<file path="config.mk">
export PLATFORM = sky130hd
export DESIGN_NAME = bmp24_pixel_stream_parser_unit
export DESIGN_NICKNAME = d
export VERILOG_FILES = /design/src/bmpp_pkg.sv /design/src/bmpp_front.sv /design/src/bmpp_queue.sv /design/src/bmpp_back.sv /design/src/bmp24_pixel_stream_parser_unit.sv
export SDC_FILE = /design/constraint.sdc
export NUM_CORES = 1
export LEC_CHECK = 0
export BUFFER_PORTS_ARGS = -buffer_cell sky130_fd_sc_hd__buf_2
export CAP_MARGIN = 20
export CORE_AREA = 2 2 214 216
export DETAILED_ROUTE_END_ITERATION = 10
export DIE_AREA = 0 0 216 218
export MAX_ROUTING_LAYER = met4
export SYNTH_ARGS = -nofsm -noshare
export SYNTH_HDL_FRONTEND = slang
export SYNTH_SLANG_ARGS = --single-unit
</file>
<file path="constraint.sdc">
create_clock -name clk -period 6.81 [get_ports clk]
set_input_delay 1.0215 -clock clk [delete_from_list [all_inputs] [get_ports clk]]
set_output_delay 1.0215 -clock clk [all_outputs]
set_load 0.01 [all_outputs]
</file>
<file path="src/bmpp_pkg.sv">
package bmpp_pkg;

	localparam int MAX_DIM = 4096;
	localparam int DIM_W   = $clog2(MAX_DIM + 2);
	localparam int IDX_W   = 12;

	localparam int Q_DEPTH = 2;
	localparam int Q_AW    = $clog2(Q_DEPTH);
	localparam int Q_CW    = $clog2(Q_DEPTH + 1);

	localparam logic [1:0] KIND_PIXEL   = 2'd0;
	localparam logic [1:0] KIND_FMT_ERR = 2'd1;
	localparam logic [1:0] KIND_SIZE_ERR = 2'd2;

	typedef struct packed {
		logic [7:0] stream_byte;
		logic       first_byte;
	} in_item_t;

	typedef struct packed {
		logic [1:0]       kind;
		logic [7:0]       red;
		logic [7:0]       green;
		logic [7:0]       blue;
		logic [IDX_W-1:0] column;
		logic [IDX_W-1:0] row;
		logic             last_in_row;
		logic             last_pixel;
	} out_item_t;

	typedef struct packed {
		logic full;
		logic empty;
	} q_status_t;

endpackage

</file>
<file path="src/bmpp_front.sv">
module bmpp_front
	import bmpp_pkg::*;
(
	input  logic      clk,
	input  logic      arst_n,
	input  logic      accept,
	input  in_item_t  item,
	output logic      res_valid,
	output out_item_t res
);

	localparam logic [1:0] PH_HEADER = 2'd0;
	localparam logic [1:0] PH_PIXEL  = 2'd1;
	localparam logic [1:0] PH_PAD    = 2'd2;
	localparam logic [1:0] PH_DONE   = 2'd3;

	localparam logic [5:0] POS_WIDTH  = 6'd21;
	localparam logic [5:0] POS_HEIGHT = 6'd25;
	localparam logic [5:0] POS_BPP    = 6'd29;
	localparam logic [5:0] POS_LAST   = 6'd53;

	localparam logic [15:0] BPP_24 = 16'd24;

	function automatic logic [DIM_W-1:0] clamp_dim(input logic [31:0] v);
		clamp_dim = (v > 32'(MAX_DIM)) ? DIM_W'(MAX_DIM + 1) : v[DIM_W-1:0];
	endfunction

	logic [1:0]       phase_q, phase_d, phase_e;
	logic [5:0]       pos_q, pos_d, pos_e;
	logic [31:0]      fa_q, fa_d, fa_e;
	logic [DIM_W-1:0] width_q, width_d, width_e;
	logic [DIM_W-1:0] height_q, height_d, height_e;
	logic             bpp_ok_q, bpp_ok_d, bpp_ok_e;
	logic [IDX_W-1:0] col_q, col_d;
	logic [IDX_W-1:0] row_q, row_d;
	logic [1:0]       ch_q, ch_d;
	logic [1:0]       pad_q, pad_d;
	logic [7:0]       blue_q, blue_d;
	logic [7:0]       green_q, green_d;
	logic             lr, lp;

	// first_byte restarts the parser before this byte is consumed
	assign phase_e  = item.first_byte ? PH_HEADER : phase_q;
	assign pos_e    = item.first_byte ? 6'd0 : pos_q;
	assign fa_e     = item.first_byte ? 32'd0 : fa_q;
	assign width_e  = item.first_byte ? '0 : width_q;
	assign height_e = item.first_byte ? '0 : height_q;
	assign bpp_ok_e = item.first_byte ? 1'b0 : bpp_ok_q;

	assign lr = (DIM_W'(col_q) == width_q - DIM_W'(1));
	assign lp = lr && (DIM_W'(row_q) == height_q - DIM_W'(1));

	always_comb begin
		phase_d   = phase_e;
		pos_d     = pos_e;
		fa_d      = fa_e;
		width_d   = width_e;
		height_d  = height_e;
		bpp_ok_d  = bpp_ok_e;
		col_d     = col_q;
		row_d     = row_q;
		ch_d      = ch_q;
		pad_d     = pad_q;
		blue_d    = blue_q;
		green_d   = green_q;
		res_valid = 1'b0;
		res       = '0;
		unique case (phase_e)
			PH_HEADER: begin
				fa_d = {item.stream_byte, fa_e[31:8]};
				if (pos_e == POS_WIDTH) begin
					width_d = clamp_dim(fa_d);
				end else if (pos_e == POS_HEIGHT) begin
					height_d = clamp_dim(fa_d);
				end else if (pos_e == POS_BPP) begin
					bpp_ok_d = (fa_d[31:16] == BPP_24);
				end
				if (pos_e != POS_LAST) begin
					pos_d = pos_e + 6'd1;
				end else if (!bpp_ok_e) begin
					phase_d   = PH_DONE;
					res_valid = 1'b1;
					res.kind  = KIND_FMT_ERR;
				end else if (width_e > DIM_W'(MAX_DIM) || height_e > DIM_W'(MAX_DIM)) begin
					phase_d   = PH_DONE;
					res_valid = 1'b1;
					res.kind  = KIND_SIZE_ERR;
				end else if (width_e == '0 || height_e == '0) begin
					phase_d = PH_DONE;
				end else begin
					phase_d = PH_PIXEL;
					col_d   = '0;
					row_d   = '0;
					ch_d    = 2'd0;
				end
			end
			PH_PIXEL: begin
				if (ch_q == 2'd0) begin
					blue_d = item.stream_byte;
					ch_d   = 2'd1;
				end else if (ch_q == 2'd1) begin
					green_d = item.stream_byte;
					ch_d    = 2'd2;
				end else begin
					ch_d            = 2'd0;
					res_valid       = 1'b1;
					res.kind        = KIND_PIXEL;
					res.red         = item.stream_byte;
					res.green       = green_q;
					res.blue        = blue_q;
					res.column      = col_q;
					res.row         = row_q;
					res.last_in_row = lr;
					res.last_pixel  = lp;
					if (lp) begin
						phase_d = PH_DONE;
					end else if (lr) begin
						col_d = '0;
						row_d = row_q + IDX_W'(1);
						pad_d = width_q[1:0];
						if (width_q[1:0] != 2'd0) begin
							phase_d = PH_PAD;
						end
					end else begin
						col_d = col_q + IDX_W'(1);
					end
				end
			end
			PH_PAD: begin
				pad_d = pad_q - 2'd1;
				if (pad_q <= 2'd1) begin
					pad_d   = 2'd0;
					phase_d = PH_PIXEL;
				end
			end
			PH_DONE: begin
			end
			default: begin
			end
		endcase
	end

	always_ff @(posedge clk or negedge arst_n) begin
		if (!arst_n) begin
			phase_q  <= PH_HEADER;
			pos_q    <= '0;
			fa_q     <= '0;
			width_q  <= '0;
			height_q <= '0;
			bpp_ok_q <= 1'b0;
			col_q    <= '0;
			row_q    <= '0;
			ch_q     <= '0;
			pad_q    <= '0;
			blue_q   <= '0;
			green_q  <= '0;
		end else if (accept) begin
			phase_q  <= phase_d;
			pos_q    <= pos_d;
			fa_q     <= fa_d;
			width_q  <= width_d;
			height_q <= height_d;
			bpp_ok_q <= bpp_ok_d;
			col_q    <= col_d;
			row_q    <= row_d;
			ch_q     <= ch_d;
			pad_q    <= pad_d;
			blue_q   <= blue_d;
			green_q  <= green_d;
		end
	end

endmodule

</file>
<file path="src/bmpp_queue.sv">
module bmpp_queue
	import bmpp_pkg::*;
(
	input  logic      clk,
	input  logic      arst_n,
	input  logic      push,
	input  out_item_t push_data,
	input  logic      pop,
	output out_item_t pop_data,
	output q_status_t status
);

	out_item_t       mem [Q_DEPTH];
	logic [Q_AW-1:0] wr_ptr_q, rd_ptr_q;
	logic [Q_CW-1:0] count_q;

	assign status.full  = (count_q == Q_CW'(Q_DEPTH));
	assign status.empty = (count_q == '0);
	assign pop_data     = mem[rd_ptr_q];

	always_ff @(posedge clk) begin
		if (push) begin
			mem[wr_ptr_q] <= push_data;
		end
	end

	always_ff @(posedge clk or negedge arst_n) begin
		if (!arst_n) begin
			wr_ptr_q <= '0;
			rd_ptr_q <= '0;
			count_q  <= '0;
		end else begin
			if (push) begin
				wr_ptr_q <= (wr_ptr_q == Q_AW'(Q_DEPTH - 1)) ? '0 : wr_ptr_q + Q_AW'(1);
			end
			if (pop) begin
				rd_ptr_q <= (rd_ptr_q == Q_AW'(Q_DEPTH - 1)) ? '0 : rd_ptr_q + Q_AW'(1);
			end
			if (push && !pop) begin
				count_q <= count_q + Q_CW'(1);
			end else if (pop && !push) begin
				count_q <= count_q - Q_CW'(1);
			end
		end
	end

endmodule

</file>
<file path="src/bmpp_back.sv">
module bmpp_back
	import bmpp_pkg::*;
(
	input  logic      clk,
	input  logic      arst_n,
	input  q_status_t q_status,
	input  out_item_t q_data,
	output logic      q_pop,
	output logic      out_valid,
	input  logic      out_ready,
	output out_item_t out_item
);

	logic      valid_q;
	out_item_t data_q;

	// refill the output register whenever it is empty or being drained
	assign q_pop     = !q_status.empty && (!valid_q || out_ready);
	assign out_valid = valid_q;
	assign out_item  = data_q;

	always_ff @(posedge clk) begin
		if (q_pop) begin
			data_q <= q_data;
		end
	end

	always_ff @(posedge clk or negedge arst_n) begin
		if (!arst_n) begin
			valid_q <= 1'b0;
		end else if (q_pop) begin
			valid_q <= 1'b1;
		end else if (out_ready) begin
			valid_q <= 1'b0;
		end
	end

endmodule

</file>
<file path="src/bmp24_pixel_stream_parser_unit.sv">
// Streaming parser for uncompressed 24-bit BMP files. Each in_item transaction carries a byte of
// the file, at a sustained rate of one byte per clock cycle while in_ready is high; first_byte
// restarts parsing at header byte 0. After the 54-byte header the block checks bit depth (format
// error) and dimensions against MAX_DIM (size error), then emits one pixel transaction per
// blue/green/red triple with column, row and end-of-row/end-of-image flags, skipping row pad
// bytes. Results leave through a two-entry queue and then an output register before they show
// on out_item; the input stalls only while the queue is full, which happens only when the
// consumer holds the output register.
module bmp24_pixel_stream_parser_unit
	import bmpp_pkg::*;
(
	input  logic      clk,
	input  logic      arst_n,
	input  logic      in_valid,
	output logic      in_ready,
	input  in_item_t  in_item,
	output logic      out_valid,
	input  logic      out_ready,
	output out_item_t out_item
);

	logic      accept;
	logic      res_valid;
	out_item_t res;
	logic      push;
	logic      pop;
	out_item_t q_data;
	q_status_t q_status;

	assign in_ready = !q_status.full;
	assign accept   = in_valid && in_ready;
	assign push     = accept && res_valid;

	bmpp_front u_front (
		.clk       (clk),
		.arst_n    (arst_n),
		.accept    (accept),
		.item      (in_item),
		.res_valid (res_valid),
		.res       (res)
	);

	bmpp_queue u_queue (
		.clk       (clk),
		.arst_n    (arst_n),
		.push      (push),
		.push_data (res),
		.pop       (pop),
		.pop_data  (q_data),
		.status    (q_status)
	);

	bmpp_back u_back (
		.clk       (clk),
		.arst_n    (arst_n),
		.q_status  (q_status),
		.q_data    (q_data),
		.q_pop     (pop),
		.out_valid (out_valid),
		.out_ready (out_ready),
		.out_item  (out_item)
	);

	a_no_overflow: assert property (@(posedge clk) disable iff (!arst_n)
		q_status.full |-> !push)
		else $error("result queue overflow");

	a_no_underflow: assert property (@(posedge clk) disable iff (!arst_n)
		pop |-> !q_status.empty)
		else $error("result queue underflow");

	a_error_clean: assert property (@(posedge clk) disable iff (!arst_n)
		(out_valid && out_item.kind != KIND_PIXEL) |->
			(out_item.red == 8'd0 && out_item.green == 8'd0 && out_item.blue == 8'd0 &&
			 out_item.column == '0 && out_item.row == '0 &&
			 !out_item.last_in_row && !out_item.last_pixel))
		else $error("error result carries pixel data");

	a_last_pixel_ends_row: assert property (@(posedge clk) disable iff (!arst_n)
		(out_valid && out_item.last_pixel) |-> out_item.last_in_row)
		else $error("last pixel not at end of row");

endmodule

</file>
**Word level (Yosys, flattened, before mapping)**

Memories as Yosys holds them, arrays and structs flattened. A register that Yosys moved wholly into a read port is not among the register bits.
Cells that the tools add are included.

- Logic and storage cells: 159
- Input port bits: 13
- RAM bits: 104
- Register bits: 108
- Output and inout port bits: 54
- Memories kept: 1

Memories:

| memory | words | width | rd ports | clocked after memory_dff | wr ports | RTL line | text |
|---|---|---|---|---|---|---|---|
| u_queue.mem | 2 | 52 | 1 | 1 | 1 | bmpp_queue.sv:13 | `out_item_t mem [Q_DEPTH];` |

- Equality and inequality tests: 19
- $lt $le $gt $ge: 4
- Bitwise operators: 1
- Reduce and logical (&&, ||, !) cells: 30
- Multiplexer cells: 78
- Add/subtract/negate cells: 10

Operators by type and width:

| kind | number |
|---|---|
| 12-bit 2-to-1 mux | 12 |
| 13-bit 2-to-1 mux | 8 |
| 50-bit 2-to-1 mux | 2 |
| 32-bit 2-to-1 mux | 2 |
| 2-bit 2-to-1 mux | 27 |
| 52-bit 2-to-1 mux | 1 |
| 12-bit one-hot mux with 2 select lines | 2 |
| 32-bit by 13-bit greater-than comparator with 1-bit output, second input constant | 1 |
| 12-bit by 13-bit equality test with 1-bit output | 2 |
| 13-bit greater-than comparator, second input constant | 2 |
| 13-bit logical NOT | 2 |
| 13-bit by 1-bit subtractor with 13-bit output, second input constant | 2 |
| 12-bit by 1-bit adder with 12-bit output, second input constant | 2 |
| 6-bit by 5-bit equality test with 1-bit output, second input constant | 3 |
| 6-bit 2-to-1 mux | 3 |
| 16-bit by 5-bit equality test with 1-bit output, second input constant | 1 |
| 1-bit 2-to-1 mux | 16 |
| 2-bit != test, second input constant | 6 |
| 2-bit one-hot mux with 2 select lines | 3 |
| 6-bit AND reduction | 2 |
| 10-bit AND reduction | 1 |
| 2-bit nonzero test | 5 |
| 9-bit AND reduction | 1 |
| 6-bit by 1-bit adder with 6-bit output, second input constant | 1 |
| other kinds (17) | 35 |

**Depth between registers and ports, before layout**

- Word-level depth: 12
- Mapped depth: 14
- Depth with buffers taken out: 13

**Hierarchy**

From an unflattened synthesis, not the netlist that was laid out.

- Cells, all modules: 981
- Area, all modules: 12467.0 um^2

Modules (own cells, without submodules):

| module | seq. area each (um^2) | cells an instance | area an instance (um^2) | times used |
|---|---|---|---|---|
| bmpp_front | 2577.5 | 743 | 6646.4 | 1 |
| bmpp_queue | 3223.1 | 178 | 4190.3 | 1 |
| bmpp_back | 1586.5 | 57 | 1611.5 | 1 |
| bmp24_pixel_stream_parser_unit | 0.0 | 3 | 18.8 | 1 |

**Worst setup path before layout**

No wires, ideal clock.

- Kind: input-to-reg
- Start: input port in_item[0] (netlist name)
- End: memory u_queue.mem[0][0] (netlist name), enable pin
- Data required time: 6348 ps
- Buffers on the path: 1
- Arrival: 4823 ps
- Path slack: 1525 ps
- Cell stages on the path: 9
- Library setup time: 462 ps
- Path through: clkbuf_1 -> nor2b_1 -> ha_1 -> nand2_1 -> nor4_1 -> nand2_1 -> a21oi_1 -> o21ai_0 -> nor2_1

- Cells in the longest elaborated chain, start to end: 10
- Elaborated cells on any way between the ends: 18
- Classes of those cells: order compare: 2; eq/ne: 2; mux: 11; reduce/logical: 3

RTL lines:

| item | RTL line | text |
|---|---|---|
| start: declaration | bmp24_pixel_stream_parser_unit.sv:16 | `input in_item_t in_item,` |
| 13-bit 2-to-1 mux, on equally long branches | bmpp_front.sv:46, bmpp_front.sv:47 |  |
| 13-bit greater-than comparator | bmpp_front.sv:84 | `end else if (width_e > DIM_W'(MAX_DIM) \|\| height_e > DIM_W'(MAX_DIM)) begin` |
| 1-bit logical OR | bmpp_front.sv:84 |  |
| 1-bit 2-to-1 mux | bmpp_front.sv:84 |  |
| 1-bit 2-to-1 mux | bmpp_front.sv:80 | `end else if (!bpp_ok_e) begin` |
| 1-bit 2-to-1 mux | bmpp_front.sv:78 | `if (pos_e != POS_LAST) begin` |
| 1-bit one-hot mux with 2 select lines (*) | bmpp_front.sv:68 | `unique case (phase_e)` |
| 1-bit logical AND (*) | bmp24_pixel_stream_parser_unit.sv:32 | `assign push = accept && res_valid;` |
| 1-bit 2-to-1 mux (*) | bmpp_queue.sv:22 | `if (push) begin` |
| 1-bit 2-to-1 mux (implied by the code) (*) | bmpp_queue.sv:23 | `mem[wr_ptr_q] <= push_data;` |
| end: declaration | bmpp_queue.sv:13 |  |

Mark *: on every way between the ends. The rest lies on a longest branch, timed or not.

**Worst setup path in the final report**

- Start: input port in_item[0] (netlist name)
- End: memory u_queue.mem[1][14] (netlist name), enable pin

- Cells in the longest elaborated chain, start to end: 10
- Elaborated cells on any way between the ends: 18
- Classes of those cells: order compare: 2; eq/ne: 2; mux: 11; reduce/logical: 3

RTL lines:

| item | RTL line | text |
|---|---|---|
| 13-bit 2-to-1 mux, on equally long branches | bmpp_front.sv:46, bmpp_front.sv:47 |  |
| 13-bit greater-than comparator | bmpp_front.sv:84 |  |
| 1-bit logical OR | bmpp_front.sv:84 |  |
| 1-bit 2-to-1 mux | bmpp_front.sv:84 |  |
| 1-bit 2-to-1 mux | bmpp_front.sv:80 |  |
| 1-bit 2-to-1 mux | bmpp_front.sv:78 |  |
| 1-bit one-hot mux with 2 select lines (*) | bmpp_front.sv:68 |  |
| 1-bit logical AND (*) | bmp24_pixel_stream_parser_unit.sv:32 |  |
| named net push | bmp24_pixel_stream_parser_unit.sv:25 | `logic push;` |
| 1-bit 2-to-1 mux (*) | bmpp_queue.sv:22 |  |
| 1-bit 2-to-1 mux (implied by the code) (*) | bmpp_queue.sv:23 |  |

The timed path passes the listed nets; every way through them passes the cells marked *.

==> summary.txt <==
Outcome: finished, final reports clean
Setup TNS: 0 ps
Area contributors post-synth: edfxtp_1 (39%), dfrtp_1 (23%), mux2_2 (6.5%), and3_1 (4.1%), nand2_1 (2.5%)
Worst-margin pin slew: 875 ps
Top-Level Pins: 67
CTS tree: built
Maximum VDD drop: 166 uV
Starting Density: 26.6%
Setup Viol. Count Final: 0
Die width: 216 um
Power density cells: 341 nW/um2
Clk pwr share: 31.4%
CTS resizes: 0
Post-CTS setup buffers: 0
Nets: 1037
Fillers: 4530
Clk root buf: clkbuf_16
IO buf count: 66
Req. time, crit path: 7020 ps
Final hold viol count: 0
CTS buffer count: 27
Sink Count: 264
Worst R2R End: u_front.row_q[11]$_DFFE_PN0P_
HP Class: in2async
Layout area overhead: 15.7%
Leak Pwr: 5.51 nW
First-pass GRT wire length: 42400 um
Routed Antenna Nets: 0
Final hold slack: 489 ps
Hold_buf cts: 0
Starting DRT DRC Count: 516
Met2 Routed Length: 12600 um
Cell taking the most area after synthesis: edfxtp_1
Max-slew headroom: 41.6%
Power share of the combinational group: 21.7%
Worst r2r src: u_front.width_q[0]$_DFFE_PN0P_
Ys Warns: 0
Die Span Y: 218 um
Clk slew on worst S/H paths: 60 ps
Met1 wire length: 11800 um
CP arrival: 4640 ps
Number of synthesized flops with an enable pin: 156
CP endpoint kind: flop
Switching Fraction: 30.3%
Seq pwr share: 46.9%
Die area: 47100 um2
Startpoint types: input pin
Final min period: 4430 ps
Post-synthesis sequential area ratio: 61.9%
DRC: 0
GR Overflow Total: 0
Reg2Reg Depth: 10
Internal reg-to-reg setup slack: 3140 ps
Critical path startpoint: in_item[0]
Largest net degree at the start of global routing: 67
Syn_area_per_cell: 12.5 um2
Top Metal Used: met4
Avg WL per Cell: 16.0 um
HPWL Detailed: 17300 um
Psw: 1.42 mW
Initial antenna violation count: 2
Synth Instances: 958
Clock Skews: 14.2 ps
Clock latency on the worst-skew pair: 530 ps
Most frequent cells in the layout: edfxtp_1 (156), dfrtp_1 (106), nand2_1 (79)
Syn_nets: 982
Core area: 44900 um2
Share of cells above drive strength 1: 19.8%
RSZ-0062 raised after global routing: no
Via Count: 7842
Period Utilization, post-route: 65.1%
DR pass1 iterations: 6
Crit Path Class: in2reg
Vias in the first global route: 7737
Vias/cell: 4.79
Commonest non-fill, non-tap cell in the layout: edfxtp_1
Async S/R FF share, synth: 40.9%
Routed WL: 26200 um
RePlAce Congestion: 0.816
Fmax: 0.226 GHz
Int Power: 3.28 mW
Crit Path Max Fanout: 52
Placement Cell Area: 12900 um2
Synth Register Bits: 264
Num rows: 78
Netlist cell types: 65
Metal3 WL: 1260 um
CTS max path bufs: 3
MaxCap Viol Count: 0
Critical Path End: u_queue.mem[1][14]$_DFFE_PP_
H-tree levels: 1
Top_reg_cell synth: edfxtp_1
GRT Total Usage: 11.3%
Final non-filler cell area: 13800 um2
Max Transition Viols Final: 0
Synth top area share: 39.3%
Cell Area, Synth: 11900 um2
==> sequential cells by signal, summed over array words and instances, names as in the netlist, 6 cells and up <==
signal and count:
u_queue.mem 104, u_front.row_q 12, u_front.pos_q 6, u_front.fa_q 24
u_back.out_item 52, u_front.width_q 13, u_front.col_q 12, u_front.blue_q 8
u_front.height_q 13, u_front.green_q 8
==> cell families (layout without fill, tap and decap cells) <==
| group | count (synthesis) | in the layout | share of synthesized area (%) |
|---|---|---|---|
| other | 0 | 2 | 0 |
| XOR/XNOR | 37 | 37 | 2.72 |
| buffers and inverters | 72 | 148 | 2.46 |
| flip-flops | 264 | 264 | 61.9 |
| adder cells (fa/ha/maj) | 11 | 11 | 1.15 |
| AND/OR/NAND/NOR | 301 | 301 | 13.9 |
| AO/OA/AOI/OAI | 202 | 202 | 11.1 |
| multiplexers | 71 | 71 | 6.69 |
==> worst max-delay path, stage by stage <==
cell     delay [ps]
buf_2           650
inv_1           450
nand2_1         250
ha_1            660
and2_1          250
o21ai_0         240
inv_1           150
and2_2          540
buf_4           380
==> cell type report <==
class,instances,area (um2),area share (%)
Multi-Input combinational cell,622,4260,30.8
Sequential cell,264,7390,53.5
Timing Repair Buffer,77,428,3.10
Antenna cell,2,5.00,0.0363
Clock inverter,19,196,1.42
Tap cell,600,751,5.44
Clock buffer,31,701,5.08
Inverter,21,78.8,0.571
==> how the worst min path moves through the flow <==
| stage | slack, ps | endpoint |
|---|---|---|
| final | 490 | u_front.height_q[6]$_DFFE_PN0P_ |
| after global routing | 510 | u_front.height_q[6]$_DFFE_PN0P_ |
| after CTS | 490 | u_front.fa_q[20]$_DFFE_PN0P_ |
| after detailed placement | 490 | u_front.green_q[0]$_DFFE_PN0P_ |
| after global placement | 470 | u_front.pos_q[1]$_DFFE_PN0P_ |
| after floorplan | 450 | u_front.pos_q[1]$_DFFE_PN0P_ |
==> power by group through the flow <==
stage / Combinational (mW) / Clock, mW / Sequential (mW)
6_report: 1.02 / 1.48 / 2.21
5_1_grt: 1.14 / 1.59 / 2.25
4_1_cts: 1.03 / 1.52 / 2.22
3_5_place_dp: 1.02 / 0 / 2.25
3_3_place_gp: 1.00 / 0 / 2.25
2_1_floorplan: 0.660 / 0 / 2.23
==> through the flow <==
step	cells	setup slack, ps	total power [mW]	util (%)
finish	1636	2380	4.71	30.8
global route	1636	2040	4.97	30.8
CTS	1633	2360	4.77	30.7
detailed placement	1583	1810	3.27	28.7
global placement	1583	1930	3.25	28.7
floorplan	958	1530	2.89	-
==> routing by layer <==
layer	vias to the layer above	GRT usage, %
li1	3728	-
met1	3892	15.1
met2	185	17.8
met3	37	1.62
met4	0	3.13
met5	-	-
==> cells in the mapped netlist (all sizes together), types with 4 or more instances <==
| cell | count |
|---|---|
| ha | 11 |
| inv | 21 |
| dfrtp | 108 |
| and3 | 78 |
| buf | 10 |
| nor3 | 10 |
| and2 | 6 |
| o211ai | 9 |
| clkbuf | 41 |
| nor2 | 29 |
| nor4 | 13 |
| or4 | 9 |
| a21oi | 36 |
| nand2b | 16 |
| or3 | 5 |
| nor3b | 4 |
| a31oi | 6 |
| nand3 | 23 |
| xor2 | 14 |
| nand4 | 14 |
| o2bb2ai | 9 |
| xnor2 | 23 |
| a22oi | 20 |
| o21ai | 70 |
| o41ai | 6 |
| nor2b | 9 |
| edfxtp | 156 |
| nand2 | 79 |
| o22ai | 4 |
| mux2 | 70 |
| o31ai | 8 |
| a22o | 12 |
(Power assumes the default switching activity.)
